File: src/ntc_beta_temperature_macros.svh
// Assertion macros shared by the NTC temperature block.
`ifndef NTC_BETA_TEMPERATURE_MACROS_SVH
`define NTC_BETA_TEMPERATURE_MACROS_SVH

// Same-cycle implication, checked at every clock edge outside reset.
`define NTCB_ASSERT_IMP(lbl, ante, cons, msg) \
	lbl: assert property (@(posedge clk) disable iff (!arst_n) (ante) |-> (cons)) \
		else $error(msg);

// Next-cycle implication.
`define NTCB_ASSERT_NXT(lbl, ante, cons, msg) \
	lbl: assert property (@(posedge clk) disable iff (!arst_n) (ante) |=> (cons)) \
		else $error(msg);

`endif

File: src/ntcb_pkg.sv
// Types, widths, constants and the log table of the NTC temperature block.
`default_nettype none
package ntcb_pkg;

	localparam int ADC_BITS = 12;

	localparam int PU_W   = 20;
	localparam int NOM_W  = 20;
	localparam int BETA_W = 14;
	localparam int T0_W   = 16;
	localparam int FS_W   = 12;
	localparam int VREF_W = 13;
	localparam int CFG_W  = 20;
	localparam int IDX_W  = 3;

	localparam int TEMP_W = 16;
	localparam int VOLT_W = 13;

	localparam int CMP_W  = (ADC_BITS > FS_W) ? ADC_BITS : FS_W;
	localparam int PU_PW  = PU_W + ADC_BITS;
	localparam int DN_PW  = CMP_W + NOM_W;
	localparam int SV_PW  = ADC_BITS + VREF_W;

	// divider chain geometry
	localparam int STEPS  = 33;
	localparam int QUO_W  = STEPS;
	localparam int DEN_W  = 38;
	localparam int NUM_W  = 55;

	localparam int B100_W = 21;
	localparam int BT_W   = B100_W + T0_W;
	localparam int LNV_W  = 21;
	localparam int LNT_W  = 38;
	localparam int D_W    = 39;

	localparam int PIPE_LAT = 2 * (STEPS + 1) + 11;

	localparam logic [15:0] LN2_Q16      = 16'd45426;
	localparam logic [16:0] ZERO_C_CENTI = 17'd27315;
	localparam logic [16:0] TC_MAX       = 17'd60082;
	localparam logic signed [TEMP_W-1:0] TEMP_FAULT = 16'sh8000;
	localparam logic signed [TEMP_W-1:0] TEMP_HOT   = 16'sh7FFF;

	typedef enum logic [IDX_W-1:0] {
		REG_PULLUP  = 3'd0,
		REG_NOMINAL = 3'd1,
		REG_BETA    = 3'd2,
		REG_T0      = 3'd3,
		REG_FS      = 3'd4,
		REG_VREF    = 3'd5
	} reg_idx_t;

	typedef struct packed {
		logic              dpos;
		logic              fault;
		logic [VOLT_W-1:0] volt;
	} side_t;

	typedef struct packed {
		logic             valid;
		logic             ovf;
		logic [DEN_W-1:0] rem;
		logic [QUO_W-1:0] low;
		logic [DEN_W-1:0] den;
		logic [QUO_W-1:0] quo;
		side_t            side;
	} div_lane_t;

	// ln(1 + i/16) in Q16.16
	function automatic logic [15:0] ln_tab(input logic [4:0] idx);
		logic [15:0] v;
		case (idx)
			5'd0:  v = 16'd0;
			5'd1:  v = 16'd3973;
			5'd2:  v = 16'd7719;
			5'd3:  v = 16'd11262;
			5'd4:  v = 16'd14624;
			5'd5:  v = 16'd17821;
			5'd6:  v = 16'd20870;
			5'd7:  v = 16'd23783;
			5'd8:  v = 16'd26573;
			5'd9:  v = 16'd29248;
			5'd10: v = 16'd31818;
			5'd11: v = 16'd34292;
			5'd12: v = 16'd36675;
			5'd13: v = 16'd38975;
			5'd14: v = 16'd41196;
			5'd15: v = 16'd43345;
			5'd16: v = 16'd45426;
			default: v = 16'd0;
		endcase
		return v;
	endfunction

endpackage
`default_nettype wire

File: src/ntcb_ln.sv
// Natural log of a Q16.16 ratio: normalize, table lookup, linear interpolation.
`default_nettype none
module ntcb_ln
	import ntcb_pkg::*;
(
	input  wire logic                    clk,
	input  wire logic                    arst_n,
	input  wire logic                    valid_i,
	input  wire logic [31:0]             ratio_i,
	input  wire side_t                   side_i,
	output logic                         valid_o,
	output logic signed [LNV_W-1:0]      lnv_o,
	output side_t                        side_o
);

	logic [3:0]  valid_q;

	logic [4:0]  p_w;
	logic [4:0]  p_s1;
	logic [31:0] q_s1;
	side_t       side_s1;

	logic [31:0] m_w;
	logic [15:0] f_w;
	logic [4:0]  idx_w;
	logic [15:0] ta_w;
	logic [15:0] tb_w;
	logic [15:0] ti_s2;
	logic [11:0] dif_s2;
	logic [11:0] w_s2;
	logic [4:0]  p_s2;
	side_t       side_s2;

	logic signed [6:0]  pm_w;
	logic signed [23:0] base_w;
	logic [23:0]        prod_s3;
	logic signed [23:0] base_s3;
	side_t              side_s3;

	logic [24:0]        rnd_w;
	logic signed [23:0] sum_w;
	logic signed [LNV_W-1:0] lnv_s4;
	side_t              side_s4;

	// leading one
	always_comb begin
		p_w = '0;
		for (int k = 0; k < 32; k++) begin
			if (ratio_i[k]) p_w = 5'(k);
		end
	end

	always_comb begin
		if (p_s1 >= 5'd16) m_w = q_s1 >> (p_s1 - 5'd16);
		else               m_w = q_s1 << (5'd16 - p_s1);
		f_w   = m_w[15:0];
		idx_w = {1'b0, f_w[15:12]};
		ta_w  = ln_tab(idx_w);
		tb_w  = ln_tab(idx_w + 5'd1);
	end

	always_comb begin
		pm_w   = $signed({2'b00, p_s2}) - 7'sd16;
		base_w = pm_w * $signed({8'b0, LN2_Q16}) + $signed({8'b0, ti_s2});
	end

	always_comb begin
		rnd_w = {1'b0, prod_s3} + 25'd2048;
		sum_w = base_s3 + $signed({11'b0, rnd_w[24:12]});
	end

	always_ff @(posedge clk or negedge arst_n) begin
		if (!arst_n) begin
			valid_q <= '0;
		end else begin
			valid_q <= {valid_q[2:0], valid_i};
		end
	end

	always_ff @(posedge clk) begin
		p_s1    <= p_w;
		q_s1    <= ratio_i;
		side_s1 <= side_i;

		ti_s2   <= ta_w;
		dif_s2  <= 12'(tb_w - ta_w);
		w_s2    <= f_w[11:0];
		p_s2    <= p_s1;
		side_s2 <= side_s1;

		prod_s3 <= 24'(dif_s2) * 24'(w_s2);
		base_s3 <= base_w;
		side_s3 <= side_s2;

		lnv_s4  <= sum_w[LNV_W-1:0];
		side_s4 <= side_s3;
	end

	assign valid_o = valid_q[3];
	assign lnv_o   = lnv_s4;
	assign side_o  = side_s4;

endmodule
`default_nettype wire

File: config.mk
export PLATFORM = sky130hd
export DESIGN_NAME = ntcb_ln
export DESIGN_NICKNAME = d
export VERILOG_FILES = /design/src/ntc_beta_temperature_macros.svh /design/src/ntcb_pkg.sv /design/src/ntcb_ln.sv
export SDC_FILE = /design/constraint.sdc
export NUM_CORES = 1
export LEC_CHECK = 0
export BUFFER_PORTS_ARGS = -buffer_cell sky130_fd_sc_hd__buf_4
export CORE_MARGIN = 10
export CORE_UTILIZATION = 35
export DETAILED_ROUTE_END_ITERATION = 10
export SYNTH_ARGS = -nofsm -noshare
export SYNTH_HDL_FRONTEND = slang
export SYNTH_SLANG_ARGS = --single-unit
File: constraint.sdc
create_clock -name clk -period 13.05 [get_ports clk]
set_input_delay 2.61 -clock clk [delete_from_list [all_inputs] [get_ports clk]]
set_output_delay 2.61 -clock clk [all_outputs]
set_load 0.005 [all_outputs]
==> metrics, run 1 <==
status completed; unrepaired setup endpoints after global routing no; final period utilization 0.606; worst hold path depth 0; top layer reached by signal wires met4; placed insts ~2200; FF-to-FF Start p_s1[0]; Max Root-Sink Buffers 3; DIE HEIGHT 228 um; Syn Nets roughly 1900; clk slew on worst S/H paths approximately 0.060 ns; MaxCap Viol Count 0; synthesized area 15200 um^2; Wirelength per Cell around 16 um; asr flop ratio synth 0.0199; CTS tree done; design area 17100 um^2; post-cts gate resize count 0; top cell type's share of synthesized area 0.260; area leader, netlist dfxtp_1; fmax 126 MHz; Setup Viol. Count Final 0; Hold Buf Count CTS 0; DR vias 11100; Post-Route WL 35200 um; yosys synthesis warning count 0; min-delay src side_s1[11]; CP most frequent cell ha_1; first-pass GRT wire length slightly below 60000 um; Hold Path Sink side_s2[11]; n_diodes 0; port bufs 86; gpl congestion 0.849; Ports 87; Gate Count Post-Synth 1606; flop-to-flop setup slack 5.14 ns; Worst EP required around 13 ns; Core Area approximately 43000 um^2; drt pass-1 iters 5; Main synth FF type dfxtp_1; Period minus WS final 7.91 ns; fin util 0.397; share of layout cells above drive strength 1 0.125; Synth area leaders dfxtp_1 26%, fa_1 15%, ha_1 12%; initial core utilization 0.353; Initial DRC Count 712; HP Class reg2reg; initial antenna violation count 0; CTS root buf clkbuf_16; Slew Limit Fails 0; GRT overflow 0; CTS Buf Count 23; Final Hold Viols 0; FILL cells 4326; WL met3 about 1300 um; R2R cell count 27; fin nets 1972; clk sink count 201; Setup CP Type reg2reg; Rows 76; Final ANT Viol Nets 0; Area after DPL 16300 um^2; CP max stage delay approximately 0.8 ns; Clk Latency, worst-skew pair around 0.54 ns; Worst-Margin Slew between 0.8 and 0.9 ns; post-synthesis sequential area ratio 0.267; number of global-route vias before repair 11500; Post-synth EDFFs 0; Fin Setup TNS 0 ns; Startpoint Class flop; crit path capture type flop; DR WL met2 16900 um; worst reg2reg endpoint dif_s2[9]; synthesized flop and latch total 201; dpl hpwl around 28000 um; Die Area 52100 um^2; CP delay by family, top adder cells; final non-filler cell total 2261; # Post-CTS Setup Buffers 0; Synth cell types 75; M1 WL between 15000 and 20000 um; drc violations 0; routed vias/inst 4.92; crit path DAT 8.35 ns; Worst Skew 0.0279 ns; Slowest-stage cell, CP ha_1; pin count of the biggest net entering global routing 62; overall routing resource usage 0.133; H-tree levels 1; critical path buffer and inverter count 4; area grow syn2layout 12.6%; syn avg cell area approximately 9.4 um^2; Die W 228 um; CP Max Fanout 61; Slew headroom 0.441
-- cells in the final DEF, fill, tap and decap left out, drive strengths merged, types with 4 or more instances in the layout --
master    netlist  routed
nor4            4       4
o21ai          55      55
o22ai           5       5
nand2b         12      12
a31oi           6       6
o31ai           8       8
mux4           37      37
o21a           11      11
or2             8       8
or3             7       7
buf            22      94
o2111ai         4       4
nand4           5       5
nor2          106     106
inv           193     194
dfxtp         197     197
nand3          30      30
o21bai         11      11
o221ai          8       8
nand2         169     169
a21o           24      24
o211ai          6       6
a22oi           7       7
xor2           28      28
mux2           13      13
clkinvlp        0       6
nand3b          4       4
nor3           30      30
fa            112     112
clkbuf         44      25
nor2b          18      18
ha            151     151
a211oi         16      16
and2           45      45
and3            9       9
mux2i          34      34
clkinv          3      11
dfrtp           4       4
xnor2          60      60
a21oi          66      66
-- registers in the layout (all words and copies together) (netlist names) --
signal	flops
prod_s3	13
side_s1	15
side_s3	15
valid_q	4
q_s1	32
w_s2	12
base_s3	21
dif_s2	12
side_s2	15
p_s2	5
lnv_o	21
p_s1	5
side_o	15
ti_s2	16
-- layout make-up --
cell class                      instances  area [um^2]  area share
Inverter                              196          748      0.0438
Timing Repair Buffer                   94          706      0.0413
Tap cell                              585          732      0.0429
Clock buffer                           25          593      0.0347
Clock inverter                         17          188      0.0110
Multi-Input combinational cell       1143        10100       0.589
Sequential cell                       201         4050       0.237
-- worst max path at each step --
stage	slack (ns)	startpoint	to	cells after the start
finish	5.14	p_s1[0]	dif_s2[9]	27
detailed placement	5.21	p_s1[0]	dif_s2[9]	27
global route	4.49	p_s1[0]	dif_s2[9]	27
floorplan	5.95	p_s1[2]	dif_s2[9]	29
CTS	5.13	p_s1[0]	dif_s2[9]	27
global placement	5.39	p_s1[0]	dif_s2[9]	27
-- cell families (layout without fill, tap and decap cells) --
logic type / after synthesis / in the layout / share of synthesized area
simple gates: 456 / 456 / 0.141
xor+xnor: 88 / 88 / 0.0525
mux: 84 / 84 / 0.0873
buf+inv: 262 / 332 / 0.0707
compound gates: 252 / 252 / 0.110
flops: 201 / 201 / 0.267
fa+ha+maj: 263 / 263 / 0.272
-- stage by stage --
stage               setup WS [ns]  hold WS, ns
finish                       5.14        0.323
global route                 4.49        0.328
floorplan                    5.95        0.310
CTS                          5.13        0.323
detailed placement           5.21        0.312
global placement             5.39        0.310
-- worst reg2reg max path, cell delays in order, from the launching register on --
cell and delay [ns]:
dfxtp_2 0.31, buf_4 0.64, inv_1 0.22, ha_1 0.30, nor3b_1 0.17, ha_1 0.32
or3_1 0.45, a21o_1 0.24, or3_1 0.37, and4_1 0.40, clkinv_8 0.15, ha_1 0.36
clkinv_1 0.35, ha_1 0.79, nor2_1 0.11, nor3_1 0.15, a21oi_1 0.06, o21ai_0 0.45
ha_1 0.34, a21o_1 0.18, a21o_1 0.20, a21o_1 0.20, a31o_2 0.25, a21oi_1 0.21
nor2b_1 0.07, o21ai_0 0.18, nor2b_1 0.19, xnor2_1 0.13
-- layer usage --
metal / vias up / GRT usage
met5: - / 0
met4: 0 / 0.0300
met3: 44 / 0.0204
met2: 191 / 0.227
met1: 5403 / 0.173
li1: 5496 / -
-- Yosys cell counts, types with 7 or more instances --
cell / n
a211oi_1: 16
a21o_1: 24
a21oi_1: 66
and2_1: 45
and3_1: 9
buf_2: 8
clkbuf_1: 44
dfxtp_1: 197
fa_1: 112
ha_1: 151
inv_1: 191
mux2_2: 13
mux2i_1: 34
mux4_2: 36
nand2_1: 169
nand2b_1: 12
nand3_1: 29
nor2_1: 106
nor2b_1: 18
nor3_1: 30
o21a_1: 11
o21ai_0: 54
o21bai_1: 11
o221ai_1: 7
o31ai_1: 8
or2_2: 8
or3_1: 7
xnor2_1: 58
xor2_1: 28
Power of run 1 is not shown: default switching activity piles up to over one toggle a cycle in this logic, so the estimate is an artifact.
==> inputs of run 2 (changes only) <==
Clock period 13.05 ns to 8.25 ns, I/O delays scaled along.
==> run 2 against run 1 <==
Effect of this change:
- first-iteration DRC count rose by 11%
- via count fell by 0.14%
- sequential share of layout area barely moved
- highest routed layer unchanged
==> metrics, run 2 (same netlist as run 1, synthesis figures left out) <==
status completed; CP Max Fanout 20 (-67%); pin count of the biggest net entering global routing 61 (-1.6%); commonest non-fill, non-tap cell in the layout dfxtp_1; # Post-CTS Setup Buffers 0 (unchanged); Ports 87 (unchanged); Die W 228 um (unchanged); Worst EP required 8.70 ns (-4.79 ns); Max Root-Sink Buffers 3 (unchanged); port bufs 86 (unchanged); initial core utilization 0.353 (unchanged); fmax 136 MHz (+7.8%); share of layout cells above drive strength 1 0.123 (-0.00224); initial antenna violation count 0 (unchanged); H-tree levels 1 (unchanged); worst reg2reg endpoint dif_s2[9]; DR vias 11100 (-0.14%); Startpoint Class flop; CP max stage delay 0.80 ns (about the same); GRT overflow 0 (unchanged); crit path capture type flop; Hold Buf Count CTS 0 (unchanged); Hold Path Sink side_o[2]; CTS Buf Count 23 (unchanged); Final ANT Viol Nets 0 (unchanged); flop-to-flop setup slack 0.92 ns (-4.23 ns); Worst Skew 0.0304 ns (+0.00252 ns); Initial DRC Count 792 (+11%); MaxCap Viol Count 0 (unchanged); Slew headroom 0.441 (about the same); Clk Latency, worst-skew pair 0.54 ns (about the same); Final Hold Viols 0 (unchanged); fin nets 1971 (-0.051%); Slew Limit Fails 0 (unchanged); Biggest register q_s1; final period utilization 0.889 (+0.283); Core Area 43000 um^2 (unchanged); CTS tree done; routed vias/inst 4.92 (about the same); number of global-route vias before repair 11500 (-0.035%); dpl hpwl 27700 um (-1.5%); Wirelength per Cell 15.5 um (-0.86%); Slowest-stage cell, CP ha_1; worst hold path depth 0 (unchanged); Worst-Margin Slew 0.838 ns (-0.000460 ns); CP delay by family, top simple AND/OR/NAND/NOR gates; clk sink count 201 (unchanged); Fin Setup TNS 0 ns (unchanged); Setup Viol. Count Final 0 (unchanged); critical path buffer and inverter count 3 (-1); area grow syn2layout 12.4%; FF-to-FF Start p_s1[1]; R2R cell count 26 (-3.7%); min-delay src side_s3[2]; unrepaired setup endpoints after global routing no; DIE HEIGHT 228 um (unchanged); WP depth 26 (-3.7%); crit path DAT 7.78 ns (-0.57 ns); drc violations 0 (unchanged); n_diodes 0 (unchanged); first-pass GRT wire length 58300 um (+0.17%); WHS 0.317 ns (-0.00553 ns); Period minus WS final 7.33 ns (-0.574 ns); most frequent cells in the layout 195 x dfxtp_1, 191 x inv_1, 169 x nand2_1, 151 x ha_1, 112 x fa_1; number of flip-flops in the largest register 32 (unchanged); Multi-input gate area 10100 um^2 (unchanged); Die Area 52100 um^2 (unchanged); Post-Route WL 34900 um (-0.95%); CP most frequent cell ha_1; clk slew on worst S/H paths 0.07 ns (about the same); Setup CP Type reg2reg; CTS root buf clkbuf_16; gpl congestion 0.880 (+3.5%); drt pass-1 iters 5 (unchanged); Register Area 4050 um^2 (unchanged); FILL cells 4331 (+0.12%); post-cts gate resize count 0 (unchanged); HP Class reg2reg; Rows 76 (unchanged); overall routing resource usage 0.133 (+0.000320)
run 2: worst register-to-register path, delay by kind of cell, from the launching register on:
family	cells	cell delay, ns
and+or+nand+nor	8	2.11
adders and majority gates	5	2.05
AOI/OAI and AO/OA	9	1.91
buffers and inverters	3	0.75
DFF	1	0.32
xor gates and xnor gates	1	0.12
run 2: per-layer routing:
layer  track usage  share of wire
met2         0.223           0.47
met3        0.0220          0.041
met5             0              0
met1         0.174           0.46
met4        0.0367          0.023
run 2: area by class of cell:
type	count	share of cell area
Inverter	196	0.0439
Tap cell	585	0.0429
Multi-Input combinational cell	1143	0.590
Sequential cell	201	0.237
Clock inverter	12	0.00793
Timing Repair Buffer	93	0.0410
Clock buffer	29	0.0368
run 2: worst max-delay path by stage:
stage / startpoint / end / slack, ns
6_report: p_s1[1] / dif_s2[9] / 0.92
5_1_grt: p_s1[1] / dif_s2[9] / 0.38
4_1_cts: p_s1[1] / dif_s2[9] / 0.99
3_5_place_dp: p_s1[1] / dif_s2[9] / 1.06
3_3_place_gp: p_s1[1] / dif_s2[9] / 1.14
2_1_floorplan: p_s1[2] / dif_s2[9] / 1.15
run 2: metrics by stage:
step | area, um^2 | utilization | instances | setup slack (ns)
6_report | 17000 | 0.397 | 2259 | 0.916
5_1_grt | 17000 | 0.397 | 2259 | 0.375
4_1_cts | 17000 | 0.397 | 2259 | 0.985
3_5_place_dp | 16300 | 0.379 | 2218 | 1.06
3_3_place_gp | 16300 | 0.379 | 2218 | 1.14
2_1_floorplan | 15200 | - | 1606 | 1.15
Power of run 2 is left out for the same reason.
==> inputs of run 3 (changes only) <==
Settings changed: ABC_AREA from default to 1.
==> run 3 against run 2 <==
Effect of this change:
- hold slack worse by 0.0060 ns
- highest routed layer unchanged
- cell area is 0.92% lower
- clock skew decreased by 0.018 ns
- die area fell by 1.5%
- fmax is 10% higher
- setup slack better by 0.69 ns
- via count rose by 4.7%
- cell count increased by 10%
- routed wire length shrank 1.9%
- synthesized area is 1.6% lower
==> metrics, run 3 <==
clk sink count 201 (unchanged); fin nets 2248 (+14%); number of flip-flops in the largest register 32 (unchanged); post-synthesis sequential area ratio 0.271 (+0.00443); crit path capture type flop; Wirelength per Cell 13.7 um (-11%); Worst-Margin Slew 0.669 ns (-0.170 ns); area grow syn2layout 13.2%; most frequent cell after synthesis nand2_1; Final Hold Viols 0 (unchanged); Gate Count Post-Synth 1878 (+17%); final period utilization 0.806 (-0.0831); drt pass-1 iters 6 (+1); Period minus WS final 6.65 ns (-0.686 ns); number of global-route vias before repair 11700 (+2.5%); Post-synth EDFFs 0 (unchanged); commonest cells in the netlist 417 x nand2_1, 335 x inv_1, 197 x dfxtp_1; routed vias/inst 4.67 (-5.1%); crit path DAT 7.06 ns (-0.72 ns); Slew headroom 0.552 (+0.111); CTS Buf Count 24 (+4.3%); pin count of the biggest net entering global routing 48 (-21%); critical path buffer and inverter count 8 (+5); Synth cell types 56 (-25%); initial antenna violation count 0 (unchanged); status completed; Syn Nets 2191 (+14%); first-pass GRT wire length 57600 um (-1.2%); DR vias 11600 (+4.7%); yosys synthesis warning count 0 (unchanged); Synth area leaders dfxtp_1 26%, fa_1 15%, ha_1 13%; syn avg cell area 7.94 um^2 (-16%); most frequent cells in the layout 417 x nand2_1, 335 x inv_1, 197 x dfxtp_1, 151 x ha_1, 112 x fa_1; post-cts gate resize count 0 (unchanged); Rows 75 (-1.3%); H-tree levels 1 (unchanged); drc violations 0 (unchanged); area leader, netlist dfxtp_1; overall routing resource usage 0.135 (+0.00225); GRT overflow 0 (unchanged); top cell type's share of synthesized area 0.264 (+0.00432); CP delay by family, top adder cells; Worst EP required 8.67 ns (-0.03 ns); CTS root buf clkbuf_16; gpl congestion 0.912 (+3.7%); Fin Setup TNS 0 ns (unchanged); CP most frequent cell a21oi_1; Slowest-stage cell, CP ha_1; initial core utilization 0.355 (+0.00201); synthesized flop and latch total 201 (unchanged); # Post-CTS Setup Buffers 0 (unchanged); Die Area 51300 um^2 (-1.5%); CTS tree done; synthesized area 14900 um^2 (-1.6%); dpl hpwl 28000 um (+1.2%); share of layout cells above drive strength 1 0.0968 (-0.0263); Slew Limit Fails 0 (unchanged); Setup Viol. Count Final 0 (unchanged); DIE HEIGHT 226 um (-0.75%); Clk Latency, worst-skew pair 0.53 ns (about the same); Post-Route WL 34200 um (-1.9%); Startpoint Class flop; Final ANT Viol Nets 0 (unchanged); Core Area 42000 um^2 (-2.2%); fmax 150 MHz (+10%); port bufs 86 (unchanged); HP Class reg2reg; CP max stage delay 0.56 ns (-0.24 ns); commonest non-fill, non-tap cell in the layout nand2_1; Max Root-Sink Buffers 3 (unchanged); Main synth FF type dfxtp_1; unrepaired setup endpoints after global routing no; Setup CP Type reg2reg; MaxCap Viol Count 0 (unchanged); Die W 226 um (-0.75%); clk slew on worst S/H paths 0.07 ns (about the same); Biggest register q_s1; Hold Buf Count CTS 0 (unchanged); n_diodes 0 (unchanged); CP Max Fanout 28 (+40%); asr flop ratio synth 0.0199 (unchanged); Worst Skew 0.0124 ns (-0.0180 ns); Initial DRC Count 630 (-20%); Ports 87 (unchanged)
## run 3: cell count changes after synthesis, sizes merged, moves of 24 or more
cell   delta
mux4     -37
nand3    +26
o21ai    +70
inv     +159
nand2   +260
a21oi    +33
xor2     +30
a21o     -24
xnor2    -32
and2     -44
## run 3: area by class of cell
cell class              count  area, um^2
inverters                 353        1330
well taps                 539         674
repair buffers             93         698
clock inverters            14         230
multi-input cells        1262        9240
fillers                  4340       25100
clock buffers              30         684
flip-flops and latches    201        4040
## run 3: worst paths after layout
path	slack (ns)	depth (start not counted)	from	end
worst min-delay path	0.31	0	side_s3[7]	side_o[7]
worst max-delay path	1.60	36	p_s1[1]	dif_s2[11]
max in group asynchronous	7.23	1	arst_n	valid_q[0]
min in group asynchronous	0.90	1	arst_n	valid_q[3]
worst min register to register	0.31	0	side_s3[7]	side_o[7]
worst max register to register	1.60	36	p_s1[1]	dif_s2[11]
## run 3: layer usage
metal | vias up | part of all wire | track usage
met3 | 39 | 0.043 | 0.0234
met2 | 219 | 0.47 | 0.230
met4 | 0 | 0.019 | 0.0296
li1 | 6008 | - | -
met5 | - | 0 | 0
met1 | 5373 | 0.47 | 0.176
## run 3: worst register-to-register path: cells and delay by family, from the launching register on
family	cells	cell delay [ns]
AOI/OAI and AO/OA	12	1.64
adders and majority gates	5	1.68
xor gates and xnor gates	2	0.33
buffers and inverters	8	1.19
DFF	1	0.31
and+or+nand+nor	9	1.39
## run 3: kinds of logic after synthesis
logic type,count (synthesis),share of synthesized area
buffers and inverters,415,0.110
muxes,11,0.00738
xor gates and xnor gates,86,0.0522
AOI/OAI and AO/OA,297,0.117
adders and majority gates,263,0.277
and+or+nand+nor,605,0.166
DFF,201,0.271
## run 3: per-stage QoR
step	cell area, um^2	setup WS [ns]	hold slack (ns)	std cells	util
6_report	16900	1.60	0.311	2492	0.402
5_1_grt	16900	0.815	0.332	2492	0.402
4_1_cts	16900	1.63	0.311	2492	0.402
3_5_place_dp	16000	1.68	0.312	2448	0.380
3_3_place_gp	16000	1.73	0.310	2448	0.380
2_1_floorplan	14900	2.39	0.310	1878	-
Power of run 3 is left out for the same reason.
